===== src/design/mdp_pkg.sv =====
package mdp_pkg;

    localparam int MONTH_W   = 4;
    localparam int YEAR_W    = 14;
    localparam int PROFILE_W = 8;
    localparam int MASK_W    = 8;
    localparam int DAY_W     = 5;
    localparam int WDAY_W    = 3;

    localparam logic [MONTH_W-1:0]   MAX_MONTH  = 4'd12;
    localparam logic [YEAR_W-1:0]    MAX_YEAR   = 14'd9999;
    localparam logic [PROFILE_W-1:0] NO_PROFILE = 8'hFF;
    localparam logic [2:0]           FIRST_OFFSET = 3'd5;

    // Division by 100 and by 7 as reciprocal multiplication, exact over the valid years.
    localparam int MUL_B_W  = 15;
    localparam int PROD_W   = YEAR_W + MUL_B_W;
    localparam logic [MUL_B_W-1:0] RECIP_100 = 15'd5243;
    localparam int SHIFT_100 = 19;
    localparam logic [MUL_B_W-1:0] RECIP_7 = 15'd18725;
    localparam int SHIFT_7 = 17;
    localparam int Q100_W = 7;
    localparam int Q7_W = 12;

    localparam logic [1:0] MUL_YEAR  = 2'd0;
    localparam logic [1:0] MUL_SHIFT = 2'd1;
    localparam logic [1:0] MUL_SUM   = 2'd2;

    typedef struct packed {
        logic [MONTH_W-1:0]   month_number;
        logic [YEAR_W-1:0]    year_number;
        logic [PROFILE_W-1:0] profile_number;
        logic [MASK_W-1:0]    weekday_mask;
    } req_t;

    typedef struct packed {
        logic [DAY_W-1:0]     day_index;
        logic [PROFILE_W-1:0] day_profile;
        logic [WDAY_W-1:0]    weekday_of_day;
        logic                 last_day;
        logic                 bad_request;
    } day_t;

    typedef struct packed {
        logic       in_ready;
        logic       load_req;
        logic       mul_en;
        logic [1:0] mul_op;
        logic       cap_qy;
        logic       cap_sum;
        logic       cap_wday;
        logic       emit_day;
        logic       emit_err;
    } ctrl_cmd_t;

    typedef struct packed {
        logic bad_in;
        logic last;
        logic slot_free;
    } dp_status_t;

    // Integer part of 23 * m / 9 for months 1 to 12.
    function automatic logic [4:0] month_term(input logic [MONTH_W-1:0] m);
        logic [4:0] t;
        begin
            case (m)
                4'd1:    t = 5'd2;
                4'd2:    t = 5'd5;
                4'd3:    t = 5'd7;
                4'd4:    t = 5'd10;
                4'd5:    t = 5'd12;
                4'd6:    t = 5'd15;
                4'd7:    t = 5'd17;
                4'd8:    t = 5'd20;
                4'd9:    t = 5'd23;
                4'd10:   t = 5'd25;
                4'd11:   t = 5'd28;
                4'd12:   t = 5'd30;
                default: t = 5'd0;
            endcase
            return t;
        end
    endfunction

endpackage


===== src/design/mdp_req_if.sv =====
interface mdp_req_if;
    logic           valid;
    logic           ready;
    mdp_pkg::req_t  data;

    modport source (output valid, output data, input ready);
    modport sink (input valid, input data, output ready);
endinterface


===== src/design/mdp_day_if.sv =====
interface mdp_day_if;
    logic           valid;
    logic           ready;
    mdp_pkg::day_t  data;

    modport source (output valid, output data, input ready);
    modport sink (input valid, input data, output ready);
endinterface


===== src/design/mdp_controller.sv =====
module mdp_controller (
    input  logic                   clk,
    input  logic                   rst_n,
    input  logic                   req_valid,
    input  mdp_pkg::dp_status_t    status,
    output mdp_pkg::ctrl_cmd_t     cmd
);
    import mdp_pkg::*;

    localparam logic [2:0] S_IDLE  = 3'd0;
    localparam logic [2:0] S_MULY  = 3'd1;
    localparam logic [2:0] S_MULZ  = 3'd2;
    localparam logic [2:0] S_SUM   = 3'd3;
    localparam logic [2:0] S_MOD   = 3'd4;
    localparam logic [2:0] S_REM   = 3'd5;
    localparam logic [2:0] S_EMIT  = 3'd6;
    localparam logic [2:0] S_ERR   = 3'd7;

    logic [2:0] state_reg;
    logic [2:0] state_next;

    always_comb
    begin
        cmd        = '0;
        state_next = state_reg;
        unique case (state_reg)
            S_IDLE:
            begin
                cmd.in_ready = 1'b1;
                if (req_valid)
                begin
                    cmd.load_req = 1'b1;
                    state_next   = status.bad_in ? S_ERR : S_MULY;
                end
            end
            S_MULY:
            begin
                cmd.mul_en = 1'b1;
                cmd.mul_op = MUL_YEAR;
                state_next = S_MULZ;
            end
            S_MULZ:
            begin
                cmd.cap_qy = 1'b1;
                cmd.mul_en = 1'b1;
                cmd.mul_op = MUL_SHIFT;
                state_next = S_SUM;
            end
            S_SUM:
            begin
                cmd.cap_sum = 1'b1;
                state_next  = S_MOD;
            end
            S_MOD:
            begin
                cmd.mul_en = 1'b1;
                cmd.mul_op = MUL_SUM;
                state_next = S_REM;
            end
            S_REM:
            begin
                cmd.cap_wday = 1'b1;
                state_next   = S_EMIT;
            end
            S_EMIT:
            begin
                if (status.slot_free)
                begin
                    cmd.emit_day = 1'b1;
                    if (status.last)
                    begin
                        state_next = S_IDLE;
                    end
                end
            end
            S_ERR:
            begin
                if (status.slot_free)
                begin
                    cmd.emit_err = 1'b1;
                    state_next   = S_IDLE;
                end
            end
            default:
            begin
                state_next = S_IDLE;
            end
        endcase
    end

    always_ff @(posedge clk or negedge rst_n)
    begin
        if (!rst_n)
        begin
            state_reg <= S_IDLE;
        end
        else
        begin
            state_reg <= state_next;
        end
    end

endmodule


===== src/design/mdp_datapath.sv =====
module mdp_datapath (
    input  logic                   clk,
    input  logic                   rst_n,
    input  mdp_pkg::req_t          req_data,
    input  mdp_pkg::ctrl_cmd_t     cmd,
    input  logic                   day_ready,
    output logic                   day_valid,
    output mdp_pkg::day_t          day_data,
    output mdp_pkg::dp_status_t    status
);
    import mdp_pkg::*;

    logic [MONTH_W-1:0]   month_reg;
    logic [YEAR_W-1:0]    year_reg;
    logic [PROFILE_W-1:0] profile_reg;
    logic [MASK_W-1:0]    mask_reg;
    logic [PROD_W-1:0]    prod_reg;
    logic [Q100_W-1:0]    qy_reg;
    logic [YEAR_W-1:0]    sum_reg;
    logic [DAY_W-1:0]     mlen_reg;
    logic [DAY_W-1:0]     day_reg;
    logic [WDAY_W-1:0]    wday_reg;
    logic                 out_valid_reg;
    day_t                 out_reg;

    logic                 early_month;
    logic [YEAR_W-1:0]    shifted_year;
    logic [YEAR_W-1:0]    mul_a;
    logic [MUL_B_W-1:0]   mul_b;
    logic [Q100_W-1:0]    qz;
    logic [14:0]          sum_next;
    logic [YEAR_W-1:0]    rem100;
    logic                 leap;
    logic [MONTH_W-1:0]   month_fold;
    logic [DAY_W-1:0]     mlen_next;
    logic [Q7_W-1:0]      q7;
    logic [YEAR_W-1:0]    rem7;
    logic [WDAY_W-1:0]    wday_first;
    logic                 last;

    assign early_month  = (month_reg < 4'd3);
    assign shifted_year = early_month ? (year_reg - 14'd1) : year_reg;

    always_comb
    begin
        case (cmd.mul_op)
            MUL_YEAR:
            begin
                mul_a = year_reg;
                mul_b = RECIP_100;
            end
            MUL_SHIFT:
            begin
                mul_a = shifted_year;
                mul_b = RECIP_100;
            end
            default:
            begin
                mul_a = sum_reg;
                mul_b = RECIP_7;
            end
        endcase
    end

    assign qz = prod_reg[SHIFT_100 +: Q100_W];

    assign sum_next = 15'(month_term(month_reg)) + 15'(FIRST_OFFSET) + 15'(year_reg)
                    + 15'(shifted_year >> 2) - 15'(qz) + 15'(qz >> 2)
                    - (early_month ? 15'd0 : 15'd2);

    assign rem100 = year_reg - (14'(qy_reg) * 14'd100);
    assign leap   = (year_reg[1:0] == 2'b00) && ((rem100 != '0) || (qy_reg[1:0] == 2'b00));

    always_comb
    begin
        month_fold = (month_reg > 4'd7) ? (month_reg - 4'd1) : month_reg;
        if (month_reg == 4'd2)
        begin
            mlen_next = leap ? 5'd29 : 5'd28;
        end
        else
        begin
            mlen_next = month_fold[0] ? 5'd31 : 5'd30;
        end
    end

    assign q7         = prod_reg[SHIFT_7 +: Q7_W];
    assign rem7       = sum_reg - (14'(q7) * 14'd7);
    assign wday_first = (rem7[WDAY_W-1:0] == 3'd0) ? 3'd7 : rem7[WDAY_W-1:0];

    assign last = (day_reg == mlen_reg);

    assign status.bad_in = (req_data.month_number == 4'd0)
                        || (req_data.month_number > MAX_MONTH)
                        || (req_data.year_number == 14'd0)
                        || (req_data.year_number > MAX_YEAR);
    assign status.last      = last;
    assign status.slot_free = !out_valid_reg || day_ready;

    always_ff @(posedge clk)
    begin
        if (cmd.load_req)
        begin
            month_reg   <= req_data.month_number;
            year_reg    <= req_data.year_number;
            profile_reg <= req_data.profile_number;
            mask_reg    <= req_data.weekday_mask;
        end
        if (cmd.mul_en)
        begin
            prod_reg <= PROD_W'(mul_a) * PROD_W'(mul_b);
        end
        if (cmd.cap_qy)
        begin
            qy_reg <= prod_reg[SHIFT_100 +: Q100_W];
        end
        if (cmd.cap_sum)
        begin
            sum_reg  <= sum_next[YEAR_W-1:0];
            mlen_reg <= mlen_next;
        end
        if (cmd.cap_wday)
        begin
            wday_reg <= wday_first;
            day_reg  <= 5'd1;
        end
        else if (cmd.emit_day)
        begin
            day_reg  <= day_reg + 5'd1;
            wday_reg <= (wday_reg == 3'd7) ? 3'd1 : (wday_reg + 3'd1);
        end
        if (cmd.emit_day)
        begin
            out_reg.day_index      <= day_reg;
            out_reg.day_profile    <= mask_reg[wday_reg] ? profile_reg : NO_PROFILE;
            out_reg.weekday_of_day <= wday_reg;
            out_reg.last_day       <= last;
            out_reg.bad_request    <= 1'b0;
        end
        else if (cmd.emit_err)
        begin
            out_reg.day_index      <= '0;
            out_reg.day_profile    <= NO_PROFILE;
            out_reg.weekday_of_day <= '0;
            out_reg.last_day       <= 1'b1;
            out_reg.bad_request    <= 1'b1;
        end
    end

    always_ff @(posedge clk or negedge rst_n)
    begin
        if (!rst_n)
        begin
            out_valid_reg <= 1'b0;
        end
        else if (cmd.emit_day || cmd.emit_err)
        begin
            out_valid_reg <= 1'b1;
        end
        else if (day_ready)
        begin
            out_valid_reg <= 1'b0;
        end
    end

    assign day_valid = out_valid_reg;
    assign day_data  = out_reg;

endmodule


===== src/design/month_day_profile_generator.sv =====
// Channel  Role    Payload
// req      sink    month_number, year_number, profile_number, weekday_mask
// day      source  day_index, day_profile, weekday_of_day, last_day, bad_request
//
// A request runs set-up states (three passes through one shared reciprocal
// multiplier), then gives one day result per cycle while the day channel accepts,
// or one error result if flagged; a new request is taken only when done.
// Reset clears the sequencer and the output valid flag; no clearing pass is needed.
// A stalled day channel holds the current result in the output register and
// pauses the day sequencer until the transfer completes.
module month_day_profile_generator (
    input  logic       clk,
    input  logic       rst_n,
    mdp_req_if.sink    req,
    mdp_day_if.source  day
);
    import mdp_pkg::*;

    ctrl_cmd_t  cmd;
    dp_status_t status;

    assign req.ready = cmd.in_ready;

    mdp_controller u_controller (
        .clk       (clk),
        .rst_n     (rst_n),
        .req_valid (req.valid),
        .status    (status),
        .cmd       (cmd)
    );

    mdp_datapath u_datapath (
        .clk       (clk),
        .rst_n     (rst_n),
        .req_data  (req.data),
        .cmd       (cmd),
        .day_ready (day.ready),
        .day_valid (day.valid),
        .day_data  (day.data),
        .status    (status)
    );

endmodule


===== src/flat_wrapper.sv =====
// flat-port wrapper written by rule: the top's interface ports become plain ports
module month_day_profile_generator_flat import mdp_pkg::*;
  (clk, rst_n, req_valid, req_data, req_ready, day_valid, day_data, day_ready);
  mdp_req_if req_i ();
  mdp_day_if day_i ();
  input  logic clk;
  input  logic rst_n;
  input wire logic [$bits(req_i.valid)-1:0] req_valid;
  input wire logic [$bits(req_i.data)-1:0] req_data;
  output wire logic [$bits(req_i.ready)-1:0] req_ready;
  output wire logic [$bits(day_i.valid)-1:0] day_valid;
  output wire logic [$bits(day_i.data)-1:0] day_data;
  input wire logic [$bits(day_i.ready)-1:0] day_ready;
  assign req_i.valid = req_valid;
  assign req_i.data = req_data;
  assign req_ready = req_i.ready;
  assign day_valid = day_i.valid;
  assign day_data = day_i.data;
  assign day_i.ready = day_ready;
  month_day_profile_generator u_core (.clk(clk), .rst_n(rst_n), .req(req_i), .day(day_i));
endmodule

===== config.mk =====
export PLATFORM = sky130hd
export DESIGN_NAME = month_day_profile_generator_flat
export DESIGN_NICKNAME = d
export VERILOG_FILES = /design/src/design/mdp_pkg.sv /design/src/design/mdp_req_if.sv /design/src/design/mdp_day_if.sv /design/src/design/mdp_controller.sv /design/src/design/mdp_datapath.sv /design/src/design/month_day_profile_generator.sv /design/src/flat_wrapper.sv
export SDC_FILE = /design/constraint.sdc
export NUM_CORES = 1
export LEC_CHECK = 0
export BUFFER_PORTS_ARGS = -buffer_cell sky130_fd_sc_hd__buf_2
export CAP_MARGIN = 25
export CORE_MARGIN = 8
export CORE_UTILIZATION = 30
export CTS_CLUSTER_SIZE = 28
export DETAILED_ROUTE_END_ITERATION = 8
export HOLD_SLACK_MARGIN = 0.12
export SYNTH_ARGS = -nofsm -noshare
export SYNTH_HDL_FRONTEND = slang
export SYNTH_SLANG_ARGS = --single-unit

===== constraint.sdc =====
create_clock -name clk -period 7.1 [get_ports clk]
set_clock_uncertainty 0.1 [all_clocks]
set_input_delay 0.71 -clock clk [delete_from_list [all_inputs] [get_ports clk]]
set_output_delay 0.71 -clock clk [all_outputs]
set_load 0.02 [all_outputs]

Word level (Yosys, flattened, before mapping)
Memories as Yosys holds them, arrays and structs flattened. A register that Yosys moved wholly into a read port is not among the register bits.
Cells that the tools add are included.
{"block": "classes", "addsub": 12, "eq_ne": 15, "n_mux": 35, "order_cmp": 5, "mul": 3, "n_reduce_logical": 21}
{"cell": "$mux 18", "count": 2}
{"cell": "$mul 14x15->29", "count": 1}
{"cell": "$pmux 14 s2", "count": 1}
{"cell": "$mux 3", "count": 9}
{"cell": "$pmux 3 s8", "count": 1}
{"cell": "$eq 3x3->1 const B", "count": 5}
{"cell": "$mux 15", "count": 1}
{"cell": "$add 14x12->14", "count": 1}
{"cell": "$add 14x5->14", "count": 1}
{"cell": "$add 6x14->14", "count": 1}
{"cell": "$gt 14x14->1 const B", "count": 1}
{"cell": "$logic_not 14->1", "count": 1}
{"cell": "$mux 14", "count": 1}
{"cell": "$reduce_bool 14->1", "count": 1}
{"cell": "$sub 14x1->14 const B", "count": 1}
{"cell": "$sub 14x14->14", "count": 1}
{"cell": "$sub 14x2->14", "count": 1}
{"cell": "$sub 14x7->14", "count": 1}
{"cell": "$mux 1", "count": 13}
{"cell": "$mul 12x3->3 const B", "count": 1}
{"cell": "$mul 7x5->12 const B", "count": 1}
{"cell": "$pmux 3 s3", "count": 1}
{"cell": "$mux 8", "count": 1}
{"cell": "$add 5x3->6 const B", "count": 1}
{"cell": "other kinds (27)", "count": 42}
{"block": "word_totals", "in_bits": 38, "n_memories": 1, "register_bits": 119, "word_cells": 109, "mem_bits_ro": 80, "output_inout_bits": 20}
{"memory": "(no name shown)", "depth": 16, "word_bits": 5, "read_ports": 1, "rd_ports_with_merged_regs": 1, "write_ports": 0, "line": "mdp_pkg.sv:66", "rtl": "case (m)"}

Logic depth before layout (Yosys ltp)
{"block": "depth", "depth_word": 7, "depth_mapped": 31, "mapped_depth_nobuf": 28}

Hierarchy
A second synthesis with hierarchy kept.
{"block": "hier_totals", "hier_cells": 1115, "hier_area_um2": 11427.2}
{"module": "mdp_datapath", "area_per_inst_um2": 11135.7, "seq_area_each_um2": 2827.7, "cells_each": 1079, "instances": 1}
{"module": "mdp_controller", "area_per_inst_um2": 291.5, "seq_area_each_um2": 75.1, "cells_each": 36, "instances": 1}

Worst setup path before layout
OpenSTA, ideal clock, no wires.
{"block": "synth_path", "path_kind": "register -> register", "from": "register u_core.u_controller.state_reg[0]", "to": "register u_core.u_datapath.prod_reg[24], data pin", "n_path_buf": 3, "setup_slack_ps": 1, "t_required_ps": 6738, "synth_period_minus_slack_ps": 7099, "arrival_time_ps": 6737, "path_stages_with_launch": 28, "setup_time_ps": 262, "cell_sequence": "dfrtp_1 > or3b_1 > buf_2 > inv_1 > buf_2 > buf_1 > nand2_1 > o22ai_1 > or2_2 > inv_1 > fa_1 > fa_1 > inv_1 > fa_1 > fa_1 > fa_1 > inv_1 > fa_1 > inv_1 > ha_1 > a21oi_1 > o221ai_1 > a21oi_1 > a2bb2oi_1 > a31oi_2 > a31oi_1 > a21oi_1 > xor2_1"}
{"block": "synth_between", "elab_chain_len": 6, "word_cells_on_any_way": 10, "classes_between": "mul (1); eq/ne (4); mux (3); reduce/logical (2)"}
{"element": "start, declared", "line": "mdp_controller.sv:19", "rtl": "logic [2:0] state_reg;"}
{"element": "start signal, assigned", "line": "mdp_controller.sv:99", "rtl": "state_reg <= state_next;"}
{"element": "$eq 3x3->1 (tied with other cells)", "line": "mdp_controller.sv:26", "rtl": "unique case (state_reg)"}
{"element": "$pmux 3 s3 (*)", "line": "mdp_controller.sv:26"}
{"element": "$eq 2x1->1 or $logic_not 2->1 (tied branches)", "line": "mdp_datapath.sv:46", "rtl": "case (cmd.mul_op)"}
{"element": "$reduce_or 2->1 (no source line)"}
{"element": "$mux 15", "line": "mdp_datapath.sv:46"}
{"element": "$mul 14x15->29 (*)", "line": "mdp_datapath.sv:111", "rtl": "prod_reg <= PROD_W'(mul_a) * PROD_W'(mul_b);"}
{"element": "end signal, assigned", "line": "mdp_datapath.sv:111"}
{"element": "end, declared", "line": "mdp_datapath.sv:17", "rtl": "logic [PROD_W-1:0] prod_reg;"}
Mark *: on every way between the ends. The rest lies on a longest branch, timed or not.
A chain may end at the register's enable or synchronous reset.

Final worst setup path
{"block": "layout_path", "from": "register u_core.u_datapath.month_reg[0]", "to": "register u_core.u_datapath.prod_reg[24], data pin"}
{"block": "layout_between", "elab_chain_len": 4}
{"element": "start, declared", "line": "mdp_datapath.sv:13", "rtl": "logic [MONTH_W-1:0] month_reg;"}
{"element": "start signal, assigned", "line": "mdp_datapath.sv:104", "rtl": "month_reg <= req_data.month_number;"}
{"element": "$lt 4x2->1", "line": "mdp_datapath.sv:41", "rtl": "assign early_month = (month_reg < 4'd3);"}
{"element": "$mux 14", "line": "mdp_datapath.sv:42", "rtl": "assign shifted_year = early_month ? (year_reg - 14'd1) : year_reg;"}
{"element": "$pmux 14 s2", "line": "mdp_datapath.sv:46"}
{"element": "$mul 14x15->29", "line": "mdp_datapath.sv:111"}
Every way passes these cells.

==> results_dict.tcl <==
set metrics [dict create \
    largest_reg_flops 18 \
    grt_pass1_vias 8289 \
    clk_pin_slew_ns 0.08 \
    grt_setup_unrepaired "true" \
    grt_max_degree 41 \
    async_flop_share 0.0396 \
    worstSetupEndpointType "flop" \
    antenna_found_initial 1 \
    fp.dieH_um 210 \
    grt.overflow.total 0 \
    synth_ff_type "edfxtp_1" \
    cp_top_family "adder cells" \
    grt_usage 0.122 \
    ios 58 \
    dpl.hpwl_um 22600 \
    synth_edf_count 86 \
    avgRoutedWirePerCell_um 14.9 \
    final_cells 1753 \
    crit_fanout 5 \
    fmax_mhz 142 \
    fp.dieArea_mm2 0.0441 \
    worst_hold_path_type "reg2reg" \
    place_congestion 0.892 \
    cp.required_ns 7.11 \
    wirelength_um 26100 \
    core_mm2 0.0374 \
    path_common_cell "fa_1" \
    outcome "finished, final reports clean" \
    setup_viol 0 \
    ys_top_cells_by_area "edfxtp_1 (23%), ha_1 (21%), fa_1 (21%)" \
    avgSynthCellArea_um2 10.3 \
    synth_top_cell_by_area "edfxtp_1" \
    fill_cells 3709 \
    crit_path_top_delay_cell "fa_1" \
    multiInputGateArea_mm2 0.00771 \
    hold_path_depth 2 \
    finalHoldViolCount 0 \
    num_rows 71 \
    register_area_mm2 0.00290 \
    synthToLayoutAreaGrowth_pct 18.7 \
    cts_buffers 9 \
    reg2reg_depth 30 \
    antenna_left 0 \
    timing.final.crit_share 0.992 \
    place_inst 1730 \
    slew_headroom 0.348 \
    drt_iter0_markers 416 \
    firstDrtPassIters 4 \
    insertion_delay_ns 0.36 \
    synth_warnings 0 \
    synth_cell_type_count 69 \
    start_util 0.302 \
    synth_cells 1095 \
    layout-drive-gt1-share 0.188 \
    viasPerCell 4.51 \
    drc 0 \
    setup_tns_ns 0 \
    cts.sinks 101 \
    synth_top_cell_area_share 0.229 \
    crit_cells 30 \
    rrSetupSlack_ns 0.05 \
    worst_pin_slew_ns 0.977 \
    synth_common_cells "inv_1 (236), ha_1 (188), fa_1 (116)" \
    arrival_ns 7.06 \
    die_w_um 210 \
    clockBufferDepth 2 \
    cts_tree "yes" \
    ys_seq_area_frac 0.257 \
    slowest_delay_ns 0.54 \
    cts-htree-levels 3 \
    syn_area_mm2 0.0113 \
    drv_cap 0 \
    path_class "reg2reg" \
    vias 7908 \
    antenna_cells 0 \
    fin_crit_ns 7.05 \
    cp_num_buf_inv 7 \
    final_max_slew_viol_count 0 \
    cts_root_buffer "clkbuf_16" \
    place.port_buffers 57 \
    synth.ff_latch_count 101 \
    cp-start-kind "flop" \
    nets 1579 \
    grt_pass1_wl_um 43200 \
    yosysMostFrequentCell "inv_1" \
]
==> per-layer routing <==
metal  vias to the layer above  GRT usage  wire, um
li1                       3899          -         -
met2                       156      0.209     12600
met5                         -          0        12
met4                         2     0.0209       273
met1                      3831      0.163     12100
met3                        20     0.0186      1130
==> repair_timing <==
action                                 in CTS  in global routing
buffers inserted                            1                  6
setup endpoints to repair                   4                  8
gates cloned                                0                  0
endpoints found under the hold margin       4                  0
pin swaps                                   9                 43
resized for setup                           5                 44
hold buffers                                1                  0
==> logic make-up after synthesis <==
family                     synth area share
adders and majority gates             0.414
buffers and inverters                0.0864
and+or+nand+nor                      0.0939
AOI/OAI and AO/OA                    0.0859
DFF                                   0.257
xor gates and xnor gates             0.0502
muxes                                0.0124
other                              0.000665
==> worst register-to-register path: cells and delay by family (launching register included) <==
family	cells	cell delay (ns)
AOI/OAI and AO/OA	10	1.63
adders and majority gates	7	2.90
buffers and inverters	7	0.63
xor gates and xnor gates	1	0.13
and+or+nand+nor	5	0.96
DFF	1	0.44
==> layout make-up <==
class,instances,share of cell area
sequential,101,0.216
clock inverter,7,0.00643
multi-input combinational,745,0.575
clock buffer,9,0.0168
tap,511,0.0477
timing repair buffer,142,0.0713
inverter,238,0.0666
==> path summary, 6_finish.rpt <==
kind | start | to
max | u_core.u_datapath.month_reg[0] | u_core.u_datapath.prod_reg[24]
min | u_core.u_datapath.day_data[0] | u_core.u_datapath.day_data[0]
max reg2reg | u_core.u_datapath.month_reg[0] | u_core.u_datapath.prod_reg[24]
min reg2reg | u_core.u_datapath.day_data[0] | u_core.u_datapath.day_data[0]
max in group asynchronous | rst_n | u_core.u_datapath.day_valid
min in group asynchronous | rst_n | u_core.u_controller.state_reg[0]
==> layout by cell type, fill, tap and decap left out, drive strengths merged, types with 11 or more instances in the layout <==
| cell type | n |
|---|---|
| conb | 12 |
| nand3 | 12 |
| nor3 | 15 |
| xnor2 | 44 |
| or2 | 16 |
| edfxtp | 86 |
| o21a | 15 |
| inv | 241 |
| ha | 188 |
| buf | 141 |
| a21oi | 56 |
| o21ai | 19 |
| fa | 116 |
| dfxtp | 11 |
| xor2 | 18 |
| nand2 | 49 |
| and2 | 15 |
| nor2 | 48 |
==> metrics by stage <==
| step | setup slack (ns) | area (um2) | util | hold WS (ns) |
|---|---|---|---|---|
| after floorplan | 0.00108 | 11300 | - | 0.314 |
| after global placement | -0.0337 | 12800 | 0.342 | 0.360 |
| after detailed placement | -0.0848 | 12800 | 0.342 | 0.381 |
| after CTS | 0.00138 | 13200 | 0.352 | 0.390 |
| after global routing | -0.181 | 13400 | 0.359 | 0.403 |
| final | 0.0542 | 13400 | 0.359 | 0.380 |
Power is left out: the tool's default activity adds up to more than one toggle a clock period on the data nets, which glitch-free logic cannot reach.
